[src/hdl/bsl_pkg.sv]
// ----------------------------------------------------------------------------
// bsl_pkg
// Shared types, token kinds, character codes and byte-class helpers for the
// bracket string lexer.
// ----------------------------------------------------------------------------
`default_nettype none

package bsl_pkg;

    // token kinds
    localparam logic [3:0] KIND_TEXT     = 4'd0;
    localparam logic [3:0] KIND_TEXT_END = 4'd1;
    localparam logic [3:0] KIND_LPAREN   = 4'd2;
    localparam logic [3:0] KIND_RPAREN   = 4'd3;
    localparam logic [3:0] KIND_LBRACK   = 4'd4;
    localparam logic [3:0] KIND_RBRACK   = 4'd5;
    localparam logic [3:0] KIND_LBRACE   = 4'd6;
    localparam logic [3:0] KIND_RBRACE   = 4'd7;
    localparam logic [3:0] KIND_EOI      = 4'd8;
    localparam logic [3:0] KIND_NONE     = 4'd0;   // bracket_kind: not a bracket

    // character codes
    localparam logic [7:0] CH_BSLASH = 8'h5C;
    localparam logic [7:0] CH_DQUOTE = 8'h22;
    localparam logic [7:0] CH_SQUOTE = 8'h27;
    localparam logic [7:0] CH_LPAREN = 8'h28;
    localparam logic [7:0] CH_RPAREN = 8'h29;
    localparam logic [7:0] CH_LBRACK = 8'h5B;
    localparam logic [7:0] CH_RBRACK = 8'h5D;
    localparam logic [7:0] CH_LBRACE = 8'h7B;
    localparam logic [7:0] CH_RBRACE = 8'h7D;
    localparam logic [7:0] CH_SPACE  = 8'h20;
    localparam logic [7:0] CH_TAB    = 8'h09;
    localparam logic [7:0] CH_LF     = 8'h0A;
    localparam logic [7:0] CH_VT     = 8'h0B;
    localparam logic [7:0] CH_FF     = 8'h0C;
    localparam logic [7:0] CH_CR     = 8'h0D;
    localparam logic [7:0] CH_LC_N   = 8'h6E;
    localparam logic [7:0] CH_LC_T   = 8'h74;
    localparam logic [7:0] CH_LC_V   = 8'h76;
    localparam logic [7:0] CH_LC_R   = 8'h72;

    // request queue
    localparam int QDEPTH = 4;
    localparam int QPTR_W = $clog2(QDEPTH);

    typedef struct packed {
        logic [3:0] kind;
        logic [7:0] text_value;
        logic       quoted;
    } t_result;

    // one request: one or two results
    typedef struct packed {
        logic    two;
        t_result first;
        t_result second;
    } t_entry;

    function automatic logic [3:0] bracket_kind(input logic [7:0] b);
        logic [3:0] k;
        unique case (b)
            CH_LPAREN: k = KIND_LPAREN;
            CH_RPAREN: k = KIND_RPAREN;
            CH_LBRACK: k = KIND_LBRACK;
            CH_RBRACK: k = KIND_RBRACK;
            CH_LBRACE: k = KIND_LBRACE;
            CH_RBRACE: k = KIND_RBRACE;
            default:   k = KIND_NONE;
        endcase
        return k;
    endfunction

    function automatic logic is_ws_between(input logic [7:0] b);
        return (b == CH_SPACE) || (b == CH_TAB) || (b == CH_VT) ||
               (b == CH_CR) || (b == CH_LF);
    endfunction

    function automatic logic is_ws_ident(input logic [7:0] b);
        return is_ws_between(b) || (b == CH_FF);
    endfunction

    function automatic logic [7:0] unescape(input logic [7:0] b);
        logic [7:0] r;
        unique case (b)
            CH_LC_N: r = CH_LF;
            CH_LC_T: r = CH_TAB;
            CH_LC_V: r = CH_VT;
            CH_LC_R: r = CH_CR;
            default: r = b;
        endcase
        return r;
    endfunction

endpackage

`default_nettype wire

[src/hdl/bracket_string_lexer.sv]
// ----------------------------------------------------------------------------
// bracket_string_lexer
// Byte-serial lexer for a bracketed list syntax with quoted strings.
// ----------------------------------------------------------------------------
// Usage:
//   Input channel (i_in_valid / o_in_ready) carries one source byte per
//   request, or an end-of-input mark (i_end_of_input high, byte ignored).
//   Output channel (o_out_valid / i_out_ready) carries one token result per
//   request: kind, text_value, quoted, and last_of_run on the final result
//   that a source byte caused. A byte gives zero, one or two results.
//   Throughput: one byte per cycle. Results leave at one per cycle unless
//   stalled, so a two-result byte (bracket closing an identifier, end of
//   input inside a token) uses the output twice; the four-entry request
//   queue absorbs this and the input only stalls once the queue fills.
//   A result is written into the request queue at the edge that accepts
//   its byte and reaches the output when the output register loads it
//   from the queue head.
//   o_in_ready falls only when the request queue is full; a stalled receiver
//   therefore backs the input up after four pending requests plus the output
//   register and the second-result holding register.
//   Reset: lexer goes back between tokens, queue empties, output invalid.
//   No clearing pass; the block takes input as soon as reset is released.
// ----------------------------------------------------------------------------
`default_nettype none

module bracket_string_lexer (
    input  wire logic       i_clk,
    input  wire logic       i_rst_n,
    input  wire logic       i_in_valid,
    output logic            o_in_ready,
    input  wire logic [7:0] i_in_byte,
    input  wire logic       i_end_of_input,
    output logic            o_out_valid,
    input  wire logic       i_out_ready,
    output logic [3:0]      o_kind,
    output logic [7:0]      o_text_value,
    output logic            o_quoted,
    output logic            o_last_of_run
);
    import bsl_pkg::*;

    // front -> queue
    logic   w_push;
    t_entry w_push_entry;
    logic   w_q_full;
    // queue -> back
    logic   w_q_valid;
    t_entry w_q_entry;
    logic   w_pop;

    // front: mode tracking and byte classification
    bsl_front u_front (
        .i_clk          (i_clk),
        .i_rst_n        (i_rst_n),
        .i_in_valid     (i_in_valid),
        .o_in_ready     (o_in_ready),
        .i_in_byte      (i_in_byte),
        .i_end_of_input (i_end_of_input),
        .i_q_full       (w_q_full),
        .o_push         (w_push),
        .o_entry        (w_push_entry)
    );

    // decouples the input from output stalls
    bsl_queue u_queue (
        .i_clk   (i_clk),
        .i_rst_n (i_rst_n),
        .i_push  (w_push),
        .i_entry (w_push_entry),
        .o_full  (w_q_full),
        .i_pop   (w_pop),
        .o_valid (w_q_valid),
        .o_entry (w_q_entry)
    );

    // back: splits requests into results, output register
    bsl_back u_back (
        .i_clk         (i_clk),
        .i_rst_n       (i_rst_n),
        .i_q_valid     (w_q_valid),
        .i_q_entry     (w_q_entry),
        .o_pop         (w_pop),
        .o_out_valid   (o_out_valid),
        .i_out_ready   (i_out_ready),
        .o_kind        (o_kind),
        .o_text_value  (o_text_value),
        .o_quoted      (o_quoted),
        .o_last_of_run (o_last_of_run)
    );

endmodule

`default_nettype wire

[src/hdl/bsl_front.sv]
// ----------------------------------------------------------------------------
// bsl_front
// Input side: takes source bytes, tracks lexer mode and builds the results of
// each byte that gives any as one queue request.
// ----------------------------------------------------------------------------
`default_nettype none

module bsl_front (
    input  wire logic            i_clk,
    input  wire logic            i_rst_n,
    input  wire logic            i_in_valid,
    output logic                 o_in_ready,
    input  wire logic [7:0]      i_in_byte,
    input  wire logic            i_end_of_input,
    input  wire logic            i_q_full,
    output logic                 o_push,
    output bsl_pkg::t_entry      o_entry
);
    import bsl_pkg::*;

    typedef enum logic [1:0] {
        MODE_IDLE   = 2'd0,
        MODE_IDENT  = 2'd1,
        MODE_STRING = 2'd2,
        MODE_ESCAPE = 2'd3
    } t_mode_e;

    t_mode_e    r_mode, n_mode;
    logic       r_single, n_single;
    logic       w_accept;
    logic       w_has;
    logic [3:0] w_bk;
    logic [7:0] w_close;

    assign o_in_ready = !i_q_full;
    assign w_accept   = i_in_valid && o_in_ready;
    assign o_push     = w_accept && w_has;
    assign w_bk       = bracket_kind(i_in_byte);
    assign w_close    = r_single ? CH_SQUOTE : CH_DQUOTE;

    always_comb begin
        n_mode   = r_mode;
        n_single = r_single;
        w_has    = 1'b0;
        o_entry  = '0;
        if (i_end_of_input) begin
            w_has  = 1'b1;
            n_mode = MODE_IDLE;
            if (r_mode == MODE_IDENT || r_mode == MODE_STRING) begin
                o_entry.two          = 1'b1;
                o_entry.first.kind   = KIND_TEXT_END;
                o_entry.first.quoted = (r_mode == MODE_STRING);
                o_entry.second.kind  = KIND_EOI;
            end else begin
                o_entry.first.kind = KIND_EOI;
            end
        end else begin
            unique case (r_mode)
                MODE_IDLE: begin
                    if (w_bk != KIND_NONE) begin
                        w_has              = 1'b1;
                        o_entry.first.kind = w_bk;
                    end else if (i_in_byte == CH_DQUOTE || i_in_byte == CH_SQUOTE) begin
                        n_single = (i_in_byte == CH_SQUOTE);
                        n_mode   = MODE_STRING;
                    end else if (!is_ws_between(i_in_byte)) begin
                        w_has                    = 1'b1;
                        o_entry.first.kind       = KIND_TEXT;
                        o_entry.first.text_value = i_in_byte;
                        n_mode                   = MODE_IDENT;
                    end
                end
                MODE_IDENT: begin
                    w_has = 1'b1;
                    if (is_ws_ident(i_in_byte)) begin
                        o_entry.first.kind = KIND_TEXT_END;
                        n_mode             = MODE_IDLE;
                    end else if (w_bk != KIND_NONE) begin
                        o_entry.two         = 1'b1;
                        o_entry.first.kind  = KIND_TEXT_END;
                        o_entry.second.kind = w_bk;
                        n_mode              = MODE_IDLE;
                    end else begin
                        o_entry.first.kind       = KIND_TEXT;
                        o_entry.first.text_value = i_in_byte;
                    end
                end
                MODE_STRING: begin
                    if (i_in_byte == CH_BSLASH) begin
                        n_mode = MODE_ESCAPE;
                    end else if (i_in_byte == w_close) begin
                        w_has                = 1'b1;
                        o_entry.first.kind   = KIND_TEXT_END;
                        o_entry.first.quoted = 1'b1;
                        n_mode               = MODE_IDLE;
                    end else begin
                        w_has                    = 1'b1;
                        o_entry.first.kind       = KIND_TEXT;
                        o_entry.first.text_value = i_in_byte;
                        o_entry.first.quoted     = 1'b1;
                    end
                end
                MODE_ESCAPE: begin
                    w_has                    = 1'b1;
                    o_entry.first.kind       = KIND_TEXT;
                    o_entry.first.text_value = unescape(i_in_byte);
                    o_entry.first.quoted     = 1'b1;
                    n_mode                   = MODE_STRING;
                end
                default: begin
                    n_mode = MODE_IDLE;
                end
            endcase
        end
    end

    always_ff @(posedge i_clk) begin
        if (!i_rst_n) begin
            r_mode   <= MODE_IDLE;
            r_single <= 1'b0;
        end else if (w_accept) begin
            r_mode   <= n_mode;
            r_single <= n_single;
        end
    end

endmodule

`default_nettype wire

[src/hdl/bsl_queue.sv]
// ----------------------------------------------------------------------------
// bsl_queue
// Short FIFO of requests between the front and back parts.
// ----------------------------------------------------------------------------
`default_nettype none

module bsl_queue (
    input  wire logic            i_clk,
    input  wire logic            i_rst_n,
    input  wire logic            i_push,
    input  wire bsl_pkg::t_entry i_entry,
    output logic                 o_full,
    input  wire logic            i_pop,
    output logic                 o_valid,
    output bsl_pkg::t_entry      o_entry
);
    import bsl_pkg::*;

    t_entry              r_mem [QDEPTH];
    logic [QPTR_W-1:0]   r_wr_ptr;
    logic [QPTR_W-1:0]   r_rd_ptr;
    logic [QPTR_W:0]     r_count;
    logic                w_push;
    logic                w_pop;

    assign o_full  = (r_count == (QPTR_W+1)'(QDEPTH));
    assign o_valid = (r_count != '0);
    assign o_entry = r_mem[r_rd_ptr];
    assign w_push  = i_push && !o_full;
    assign w_pop   = i_pop && o_valid;

    always_ff @(posedge i_clk) begin
        if (w_push) begin
            r_mem[r_wr_ptr] <= i_entry;
        end
    end

    always_ff @(posedge i_clk) begin
        if (!i_rst_n) begin
            r_wr_ptr <= '0;
            r_rd_ptr <= '0;
            r_count  <= '0;
        end else begin
            if (w_push) begin
                r_wr_ptr <= r_wr_ptr + QPTR_W'(1);
            end
            if (w_pop) begin
                r_rd_ptr <= r_rd_ptr + QPTR_W'(1);
            end
            if (w_push && !w_pop) begin
                r_count <= r_count + (QPTR_W+1)'(1);
            end else if (w_pop && !w_push) begin
                r_count <= r_count - (QPTR_W+1)'(1);
            end
        end
    end

endmodule

`default_nettype wire

[src/hdl/bsl_back.sv]
// ----------------------------------------------------------------------------
// bsl_back
// Output side: unpacks queue requests into single results and drives the
// registered output channel.
// ----------------------------------------------------------------------------
`default_nettype none

module bsl_back (
    input  wire logic            i_clk,
    input  wire logic            i_rst_n,
    input  wire logic            i_q_valid,
    input  wire bsl_pkg::t_entry i_q_entry,
    output logic                 o_pop,
    output logic                 o_out_valid,
    input  wire logic            i_out_ready,
    output logic [3:0]           o_kind,
    output logic [7:0]           o_text_value,
    output logic                 o_quoted,
    output logic                 o_last_of_run
);
    import bsl_pkg::*;

    logic    r_valid;
    t_result r_out;
    logic    r_last;
    logic    r_pend;       // second result of a two-result request waits
    t_result r_pend_res;
    logic    w_load;

    assign w_load = !r_valid || i_out_ready;
    assign o_pop  = w_load && !r_pend && i_q_valid;

    assign o_out_valid   = r_valid;
    assign o_kind        = r_out.kind;
    assign o_text_value  = r_out.text_value;
    assign o_quoted      = r_out.quoted;
    assign o_last_of_run = r_last;

    always_ff @(posedge i_clk) begin
        if (!i_rst_n) begin
            r_valid <= 1'b0;
            r_pend  <= 1'b0;
        end else if (w_load) begin
            if (r_pend) begin
                r_valid <= 1'b1;
                r_pend  <= 1'b0;
            end else begin
                r_valid <= i_q_valid;
                r_pend  <= i_q_valid && i_q_entry.two;
            end
        end
    end

    // payload, no reset
    always_ff @(posedge i_clk) begin
        if (w_load) begin
            if (r_pend) begin
                r_out  <= r_pend_res;
                r_last <= 1'b1;
            end else begin
                r_out      <= i_q_entry.first;
                r_last     <= !i_q_entry.two;
                r_pend_res <= i_q_entry.second;
            end
        end
    end

endmodule

`default_nettype wire

[config.mk]
export PLATFORM = sky130hd
export DESIGN_NAME = bracket_string_lexer
export DESIGN_NICKNAME = d
export VERILOG_FILES = /design/src/hdl/bsl_pkg.sv /design/src/hdl/bracket_string_lexer.sv /design/src/hdl/bsl_front.sv /design/src/hdl/bsl_queue.sv /design/src/hdl/bsl_back.sv
export SDC_FILE = /design/constraint.sdc
export NUM_CORES = 1
export LEC_CHECK = 0
export ABC_AREA = 1
export ABC_CLOCK_PERIOD_IN_PS = 4200
export BUFFER_PORTS_ARGS = -buffer_cell sky130_fd_sc_hd__buf_2
export CAP_MARGIN = 10
export CORE_MARGIN = 2
export CORE_UTILIZATION = 53
export DETAILED_ROUTE_END_ITERATION = 10
export PLACE_DENSITY = 0.7
export SLEW_MARGIN = 20
export SYNTH_ARGS = -nofsm -noshare
export SYNTH_HDL_FRONTEND = slang
export SYNTH_HIERARCHICAL = 1
export SYNTH_SLANG_ARGS = --single-unit
[constraint.sdc]
create_clock -name i_clk -period 4.2 [get_ports i_clk]
set_input_delay 0.84 -clock i_clk [delete_from_list [all_inputs] [get_ports i_clk]]
set_output_delay 0.84 -clock i_clk [all_outputs]
set_load 0.005 [all_outputs]
==> metrics.txt <==
DR vias/cell 5.47; die height 117 um; CP max-delay cell fa_1; Crit path top cell by count nand2_1; ys flop type edfxtp_1; Internal Power 3.44 mW; Min-Delay Path Class reg -> reg; fin. max-slew vios 0; CTS tree done; Clock transition at path regs 0.06 ns; largest family of logic cells by synthesized area simple AND/OR/NAND/NOR gates; Final Hold Fails 0; fill count 1035; Synth area leaders edfxtp_1, nand2_1, nor2_1; Final setup viols 0; stages on the worst setup path 18; RSZ-0062 raised after global routing no; combinational fraction of design power 0.254; Pleak 2.90 nW; post-synthesis cell area 6760 um2; clock share of power 0.308; Crit path max-delay family simple AND/OR/NAND/NOR gates; row cnt 41; first-pass GRT wire length 22.5 mm; initial core utilization 0.540; Yosys top cell by area edfxtp_1; R2R Setup Slk 1.39 ns; clock tree sinks 149; PD cells 666 nW/um2; layout cells sized above 1 0.146; core box area 12500 um2; CTS Buffer Depth 2; worst slack at placement 0.832 ns; drt initial violations 537; fmax 332 MHz; DP Cell Count 813; vias in the first global route 4422; Slew HR 0.495; WP data arrival 3.32 ns; Final WS setup 1.19 ns; Worst setup EP type flop; Post-Route WL 14.3 mm; Num CTS Buffers 17; DP HPWL 9.08 mm; Synth Area in Simple Gates 0.171; sequential area share after synthesis 0.641; largest fanout on the critical path 5; PostCTS Resize Cnt 0; Tmin final 3.01 ns; hold_buf cts 0; post-synthesis adder-cell area fraction 0.0196; initial antenna violation count 0; count of cell types in the netlist 39; share of the synthesized area in the top cell type 0.600; outcome complete, no violations; crit share post-route 0.717; max incr delay on CP 0.43 ns; final cell count without fillers 845; Root Buffer Master clkbuf_16; worst path buffer plus inverter count 5; R2R cell count 17; Post-synth EDFFs 135; ANT nets after route 0; Worst-Margin Slew 0.756 ns; Async SR Flop Fraction 0; post-synthesis compound-gate area fraction 0.0965; die area 13700 um2; gpl congestion 0.917; startpoint types input port; hold path depth 2; critical path type in -> reg; cell-by-cell listing of the critical path buf_2, inv_1, nand2_1, nor2_1, nand2_1, inv_1, nand2_1, nand2_1, nand3_1, o21ai_0, a21oi_1, nand2_2, inv_2, ha_1, inv_1, fa_1, o21ai_0, nor2_1; Hold Startpoint u_queue/r_rd_ptr[1]$_SDFFE_PN0P_; Cell Area, Placed 6930 um2; Synth Register Bits 149; design area 7530 um2; Util after Layout 0.601; first drt pass iteration count 5; Layout area overhead 11.4%; worst-skew pair later-pin latency 0.41 ns; Buffers on Ports 28; Syn Inst Count 631; Switching Share 0.313; clk_skew 0.00695 ns; mux contribution to synthesized area 0; hold endpoint u_queue/r_rd_ptr[1]$_SDFFE_PN0P_; Avg Cell Area, Syn 10.7 um2; Required @ worst endpoint 4.51 ns; post-CTS setup buffers 0; Reg-to-Reg Start u_front/r_mode[0]$_SDFFE_PN0P_; worst r2r dst u_queue/r_count[2]$_SDFFE_PN0P_; largest net degree at the start of global routing 55; die width 117 um; Ant. Diodes 0; yosys warns 6; DR WL/cell 17.0 um; H-Tree Depth 4; NetSw 1.57 mW; GRT overflow 0; Max IR drop VDD 0.000281 V; Synth Area in XOR/XNOR 0.00130; DRC viols 0; GRT Overall Usage 0.224; I/O pins 29; Max Cap Viol 0; Via Count 4625; total negative setup slack 0 ns; fin nets 683; Flop pwr share 0.438
[synthesized netlist by cell type, types with 13 or more instances]
library cell,number
a21oi_1,15
buf_6,13
dfxtp_1,14
edfxtp_1,135
inv_1,36
nand2_1,111
nand3_1,29
nor2_1,107
o21ai_0,40
o21ai_1,24
o22ai_1,27
[tightest hold or removal path: stages, from the launching register on]
cell and delay (ns):
dfxtp_1 0.32, nand2_1 0.06, a21oi_1 0.07
[worst max-delay path by stage]
| stage | start | to |
|---|---|---|
| floorplan | i_in_byte[2] | u_queue/r_mem[0][0]$_DFFE_PP_ |
| global placement | i_in_byte[1] | u_queue/r_count[2]$_SDFFE_PN0P_ |
| detailed placement | i_in_byte[7] | u_queue/r_count[1]$_SDFFE_PN0P_ |
| CTS | i_in_byte[7] | u_queue/r_count[1]$_SDFFE_PN0P_ |
| global route | i_in_byte[7] | u_queue/r_count[1]$_SDFFE_PN0P_ |
| finish | i_in_byte[7] | u_queue/r_count[1]$_SDFFE_PN0P_ |
[power by group through the flow]
stage                     clock network [mW]  registers, mW  logic (mW)
after detailed placement                   0           2.23        1.26
after floorplan                            0           2.17       0.988
after global routing                    1.63           2.23        1.44
after global placement                     0           2.22        1.22
after CTS                               1.57           2.20        1.28
final                                   1.54           2.20        1.27
[cell usage in the layout (no fill, tap or decap), drive strengths merged, types with 2 or more instances in the layout]
cell    instances
conb            9
clkinv          7
nand4           6
nand3          30
inv            45
a21oi          15
o21ai          66
nor2          115
clkbuf         22
o22ai          27
buf            35
nand2         121
o211ai          2
edfxtp        135
bufinv          4
o21a            2
ha              9
dfxtp          14
[routing by layer]
layer / up-vias / track usage / part of all wire
met3: 13 / 0.0505 / 0.058
met2: 156 / 0.374 / 0.51
met1: 2217 / 0.292 / 0.43
met5: - / 0 / 0
met4: 0 / 0.0737 / 0.010
li1: 2239 / - / -
[kinds of logic (layout without fill, tap and decap cells)]
| kind of cell | count (synthesis) | count (layout) |
|---|---|---|
| AO/OA/AOI/OAI | 117 | 117 |
| XOR/XNOR | 1 | 1 |
| adder cells (fa/ha/maj) | 10 | 10 |
| buffers and inverters | 79 | 113 |
| flip-flops | 149 | 149 |
| other | 1 | 9 |
| AND/OR/NAND/NOR | 274 | 274 |
[state kept, by name (all words and copies together) (netlist names), 2 cells and up, named ones only]
name,cells
u_queue/r_mem,108
u_back/r_pend_res,13
u_queue/r_wr_ptr,2
u_back/o_text_value,8
u_queue/r_count,3
u_front/r_mode,2
u_queue/r_rd_ptr,2
u_back/o_kind,4
[per-stage QoR]
step,hold slack [ns],power (mW)
detailed placement,0.501,3.50
CTS,0.508,5.05
finish,0.507,5.02
floorplan,0.464,3.16
global placement,0.483,3.44
global route,0.531,5.29
[area by class of cell]
type | instances | area (um2) | share of cell area
clock buffers | 22 | 444 | 0.0590
clock inverters | 10 | 158 | 0.0209
inverters | 46 | 193 | 0.0256
multi-input cells | 411 | 1990 | 0.264
flip-flops and latches | 149 | 4330 | 0.576
well taps | 172 | 215 | 0.0286
repair buffers | 35 | 193 | 0.0256
Power figures use the tool's default switching activity.
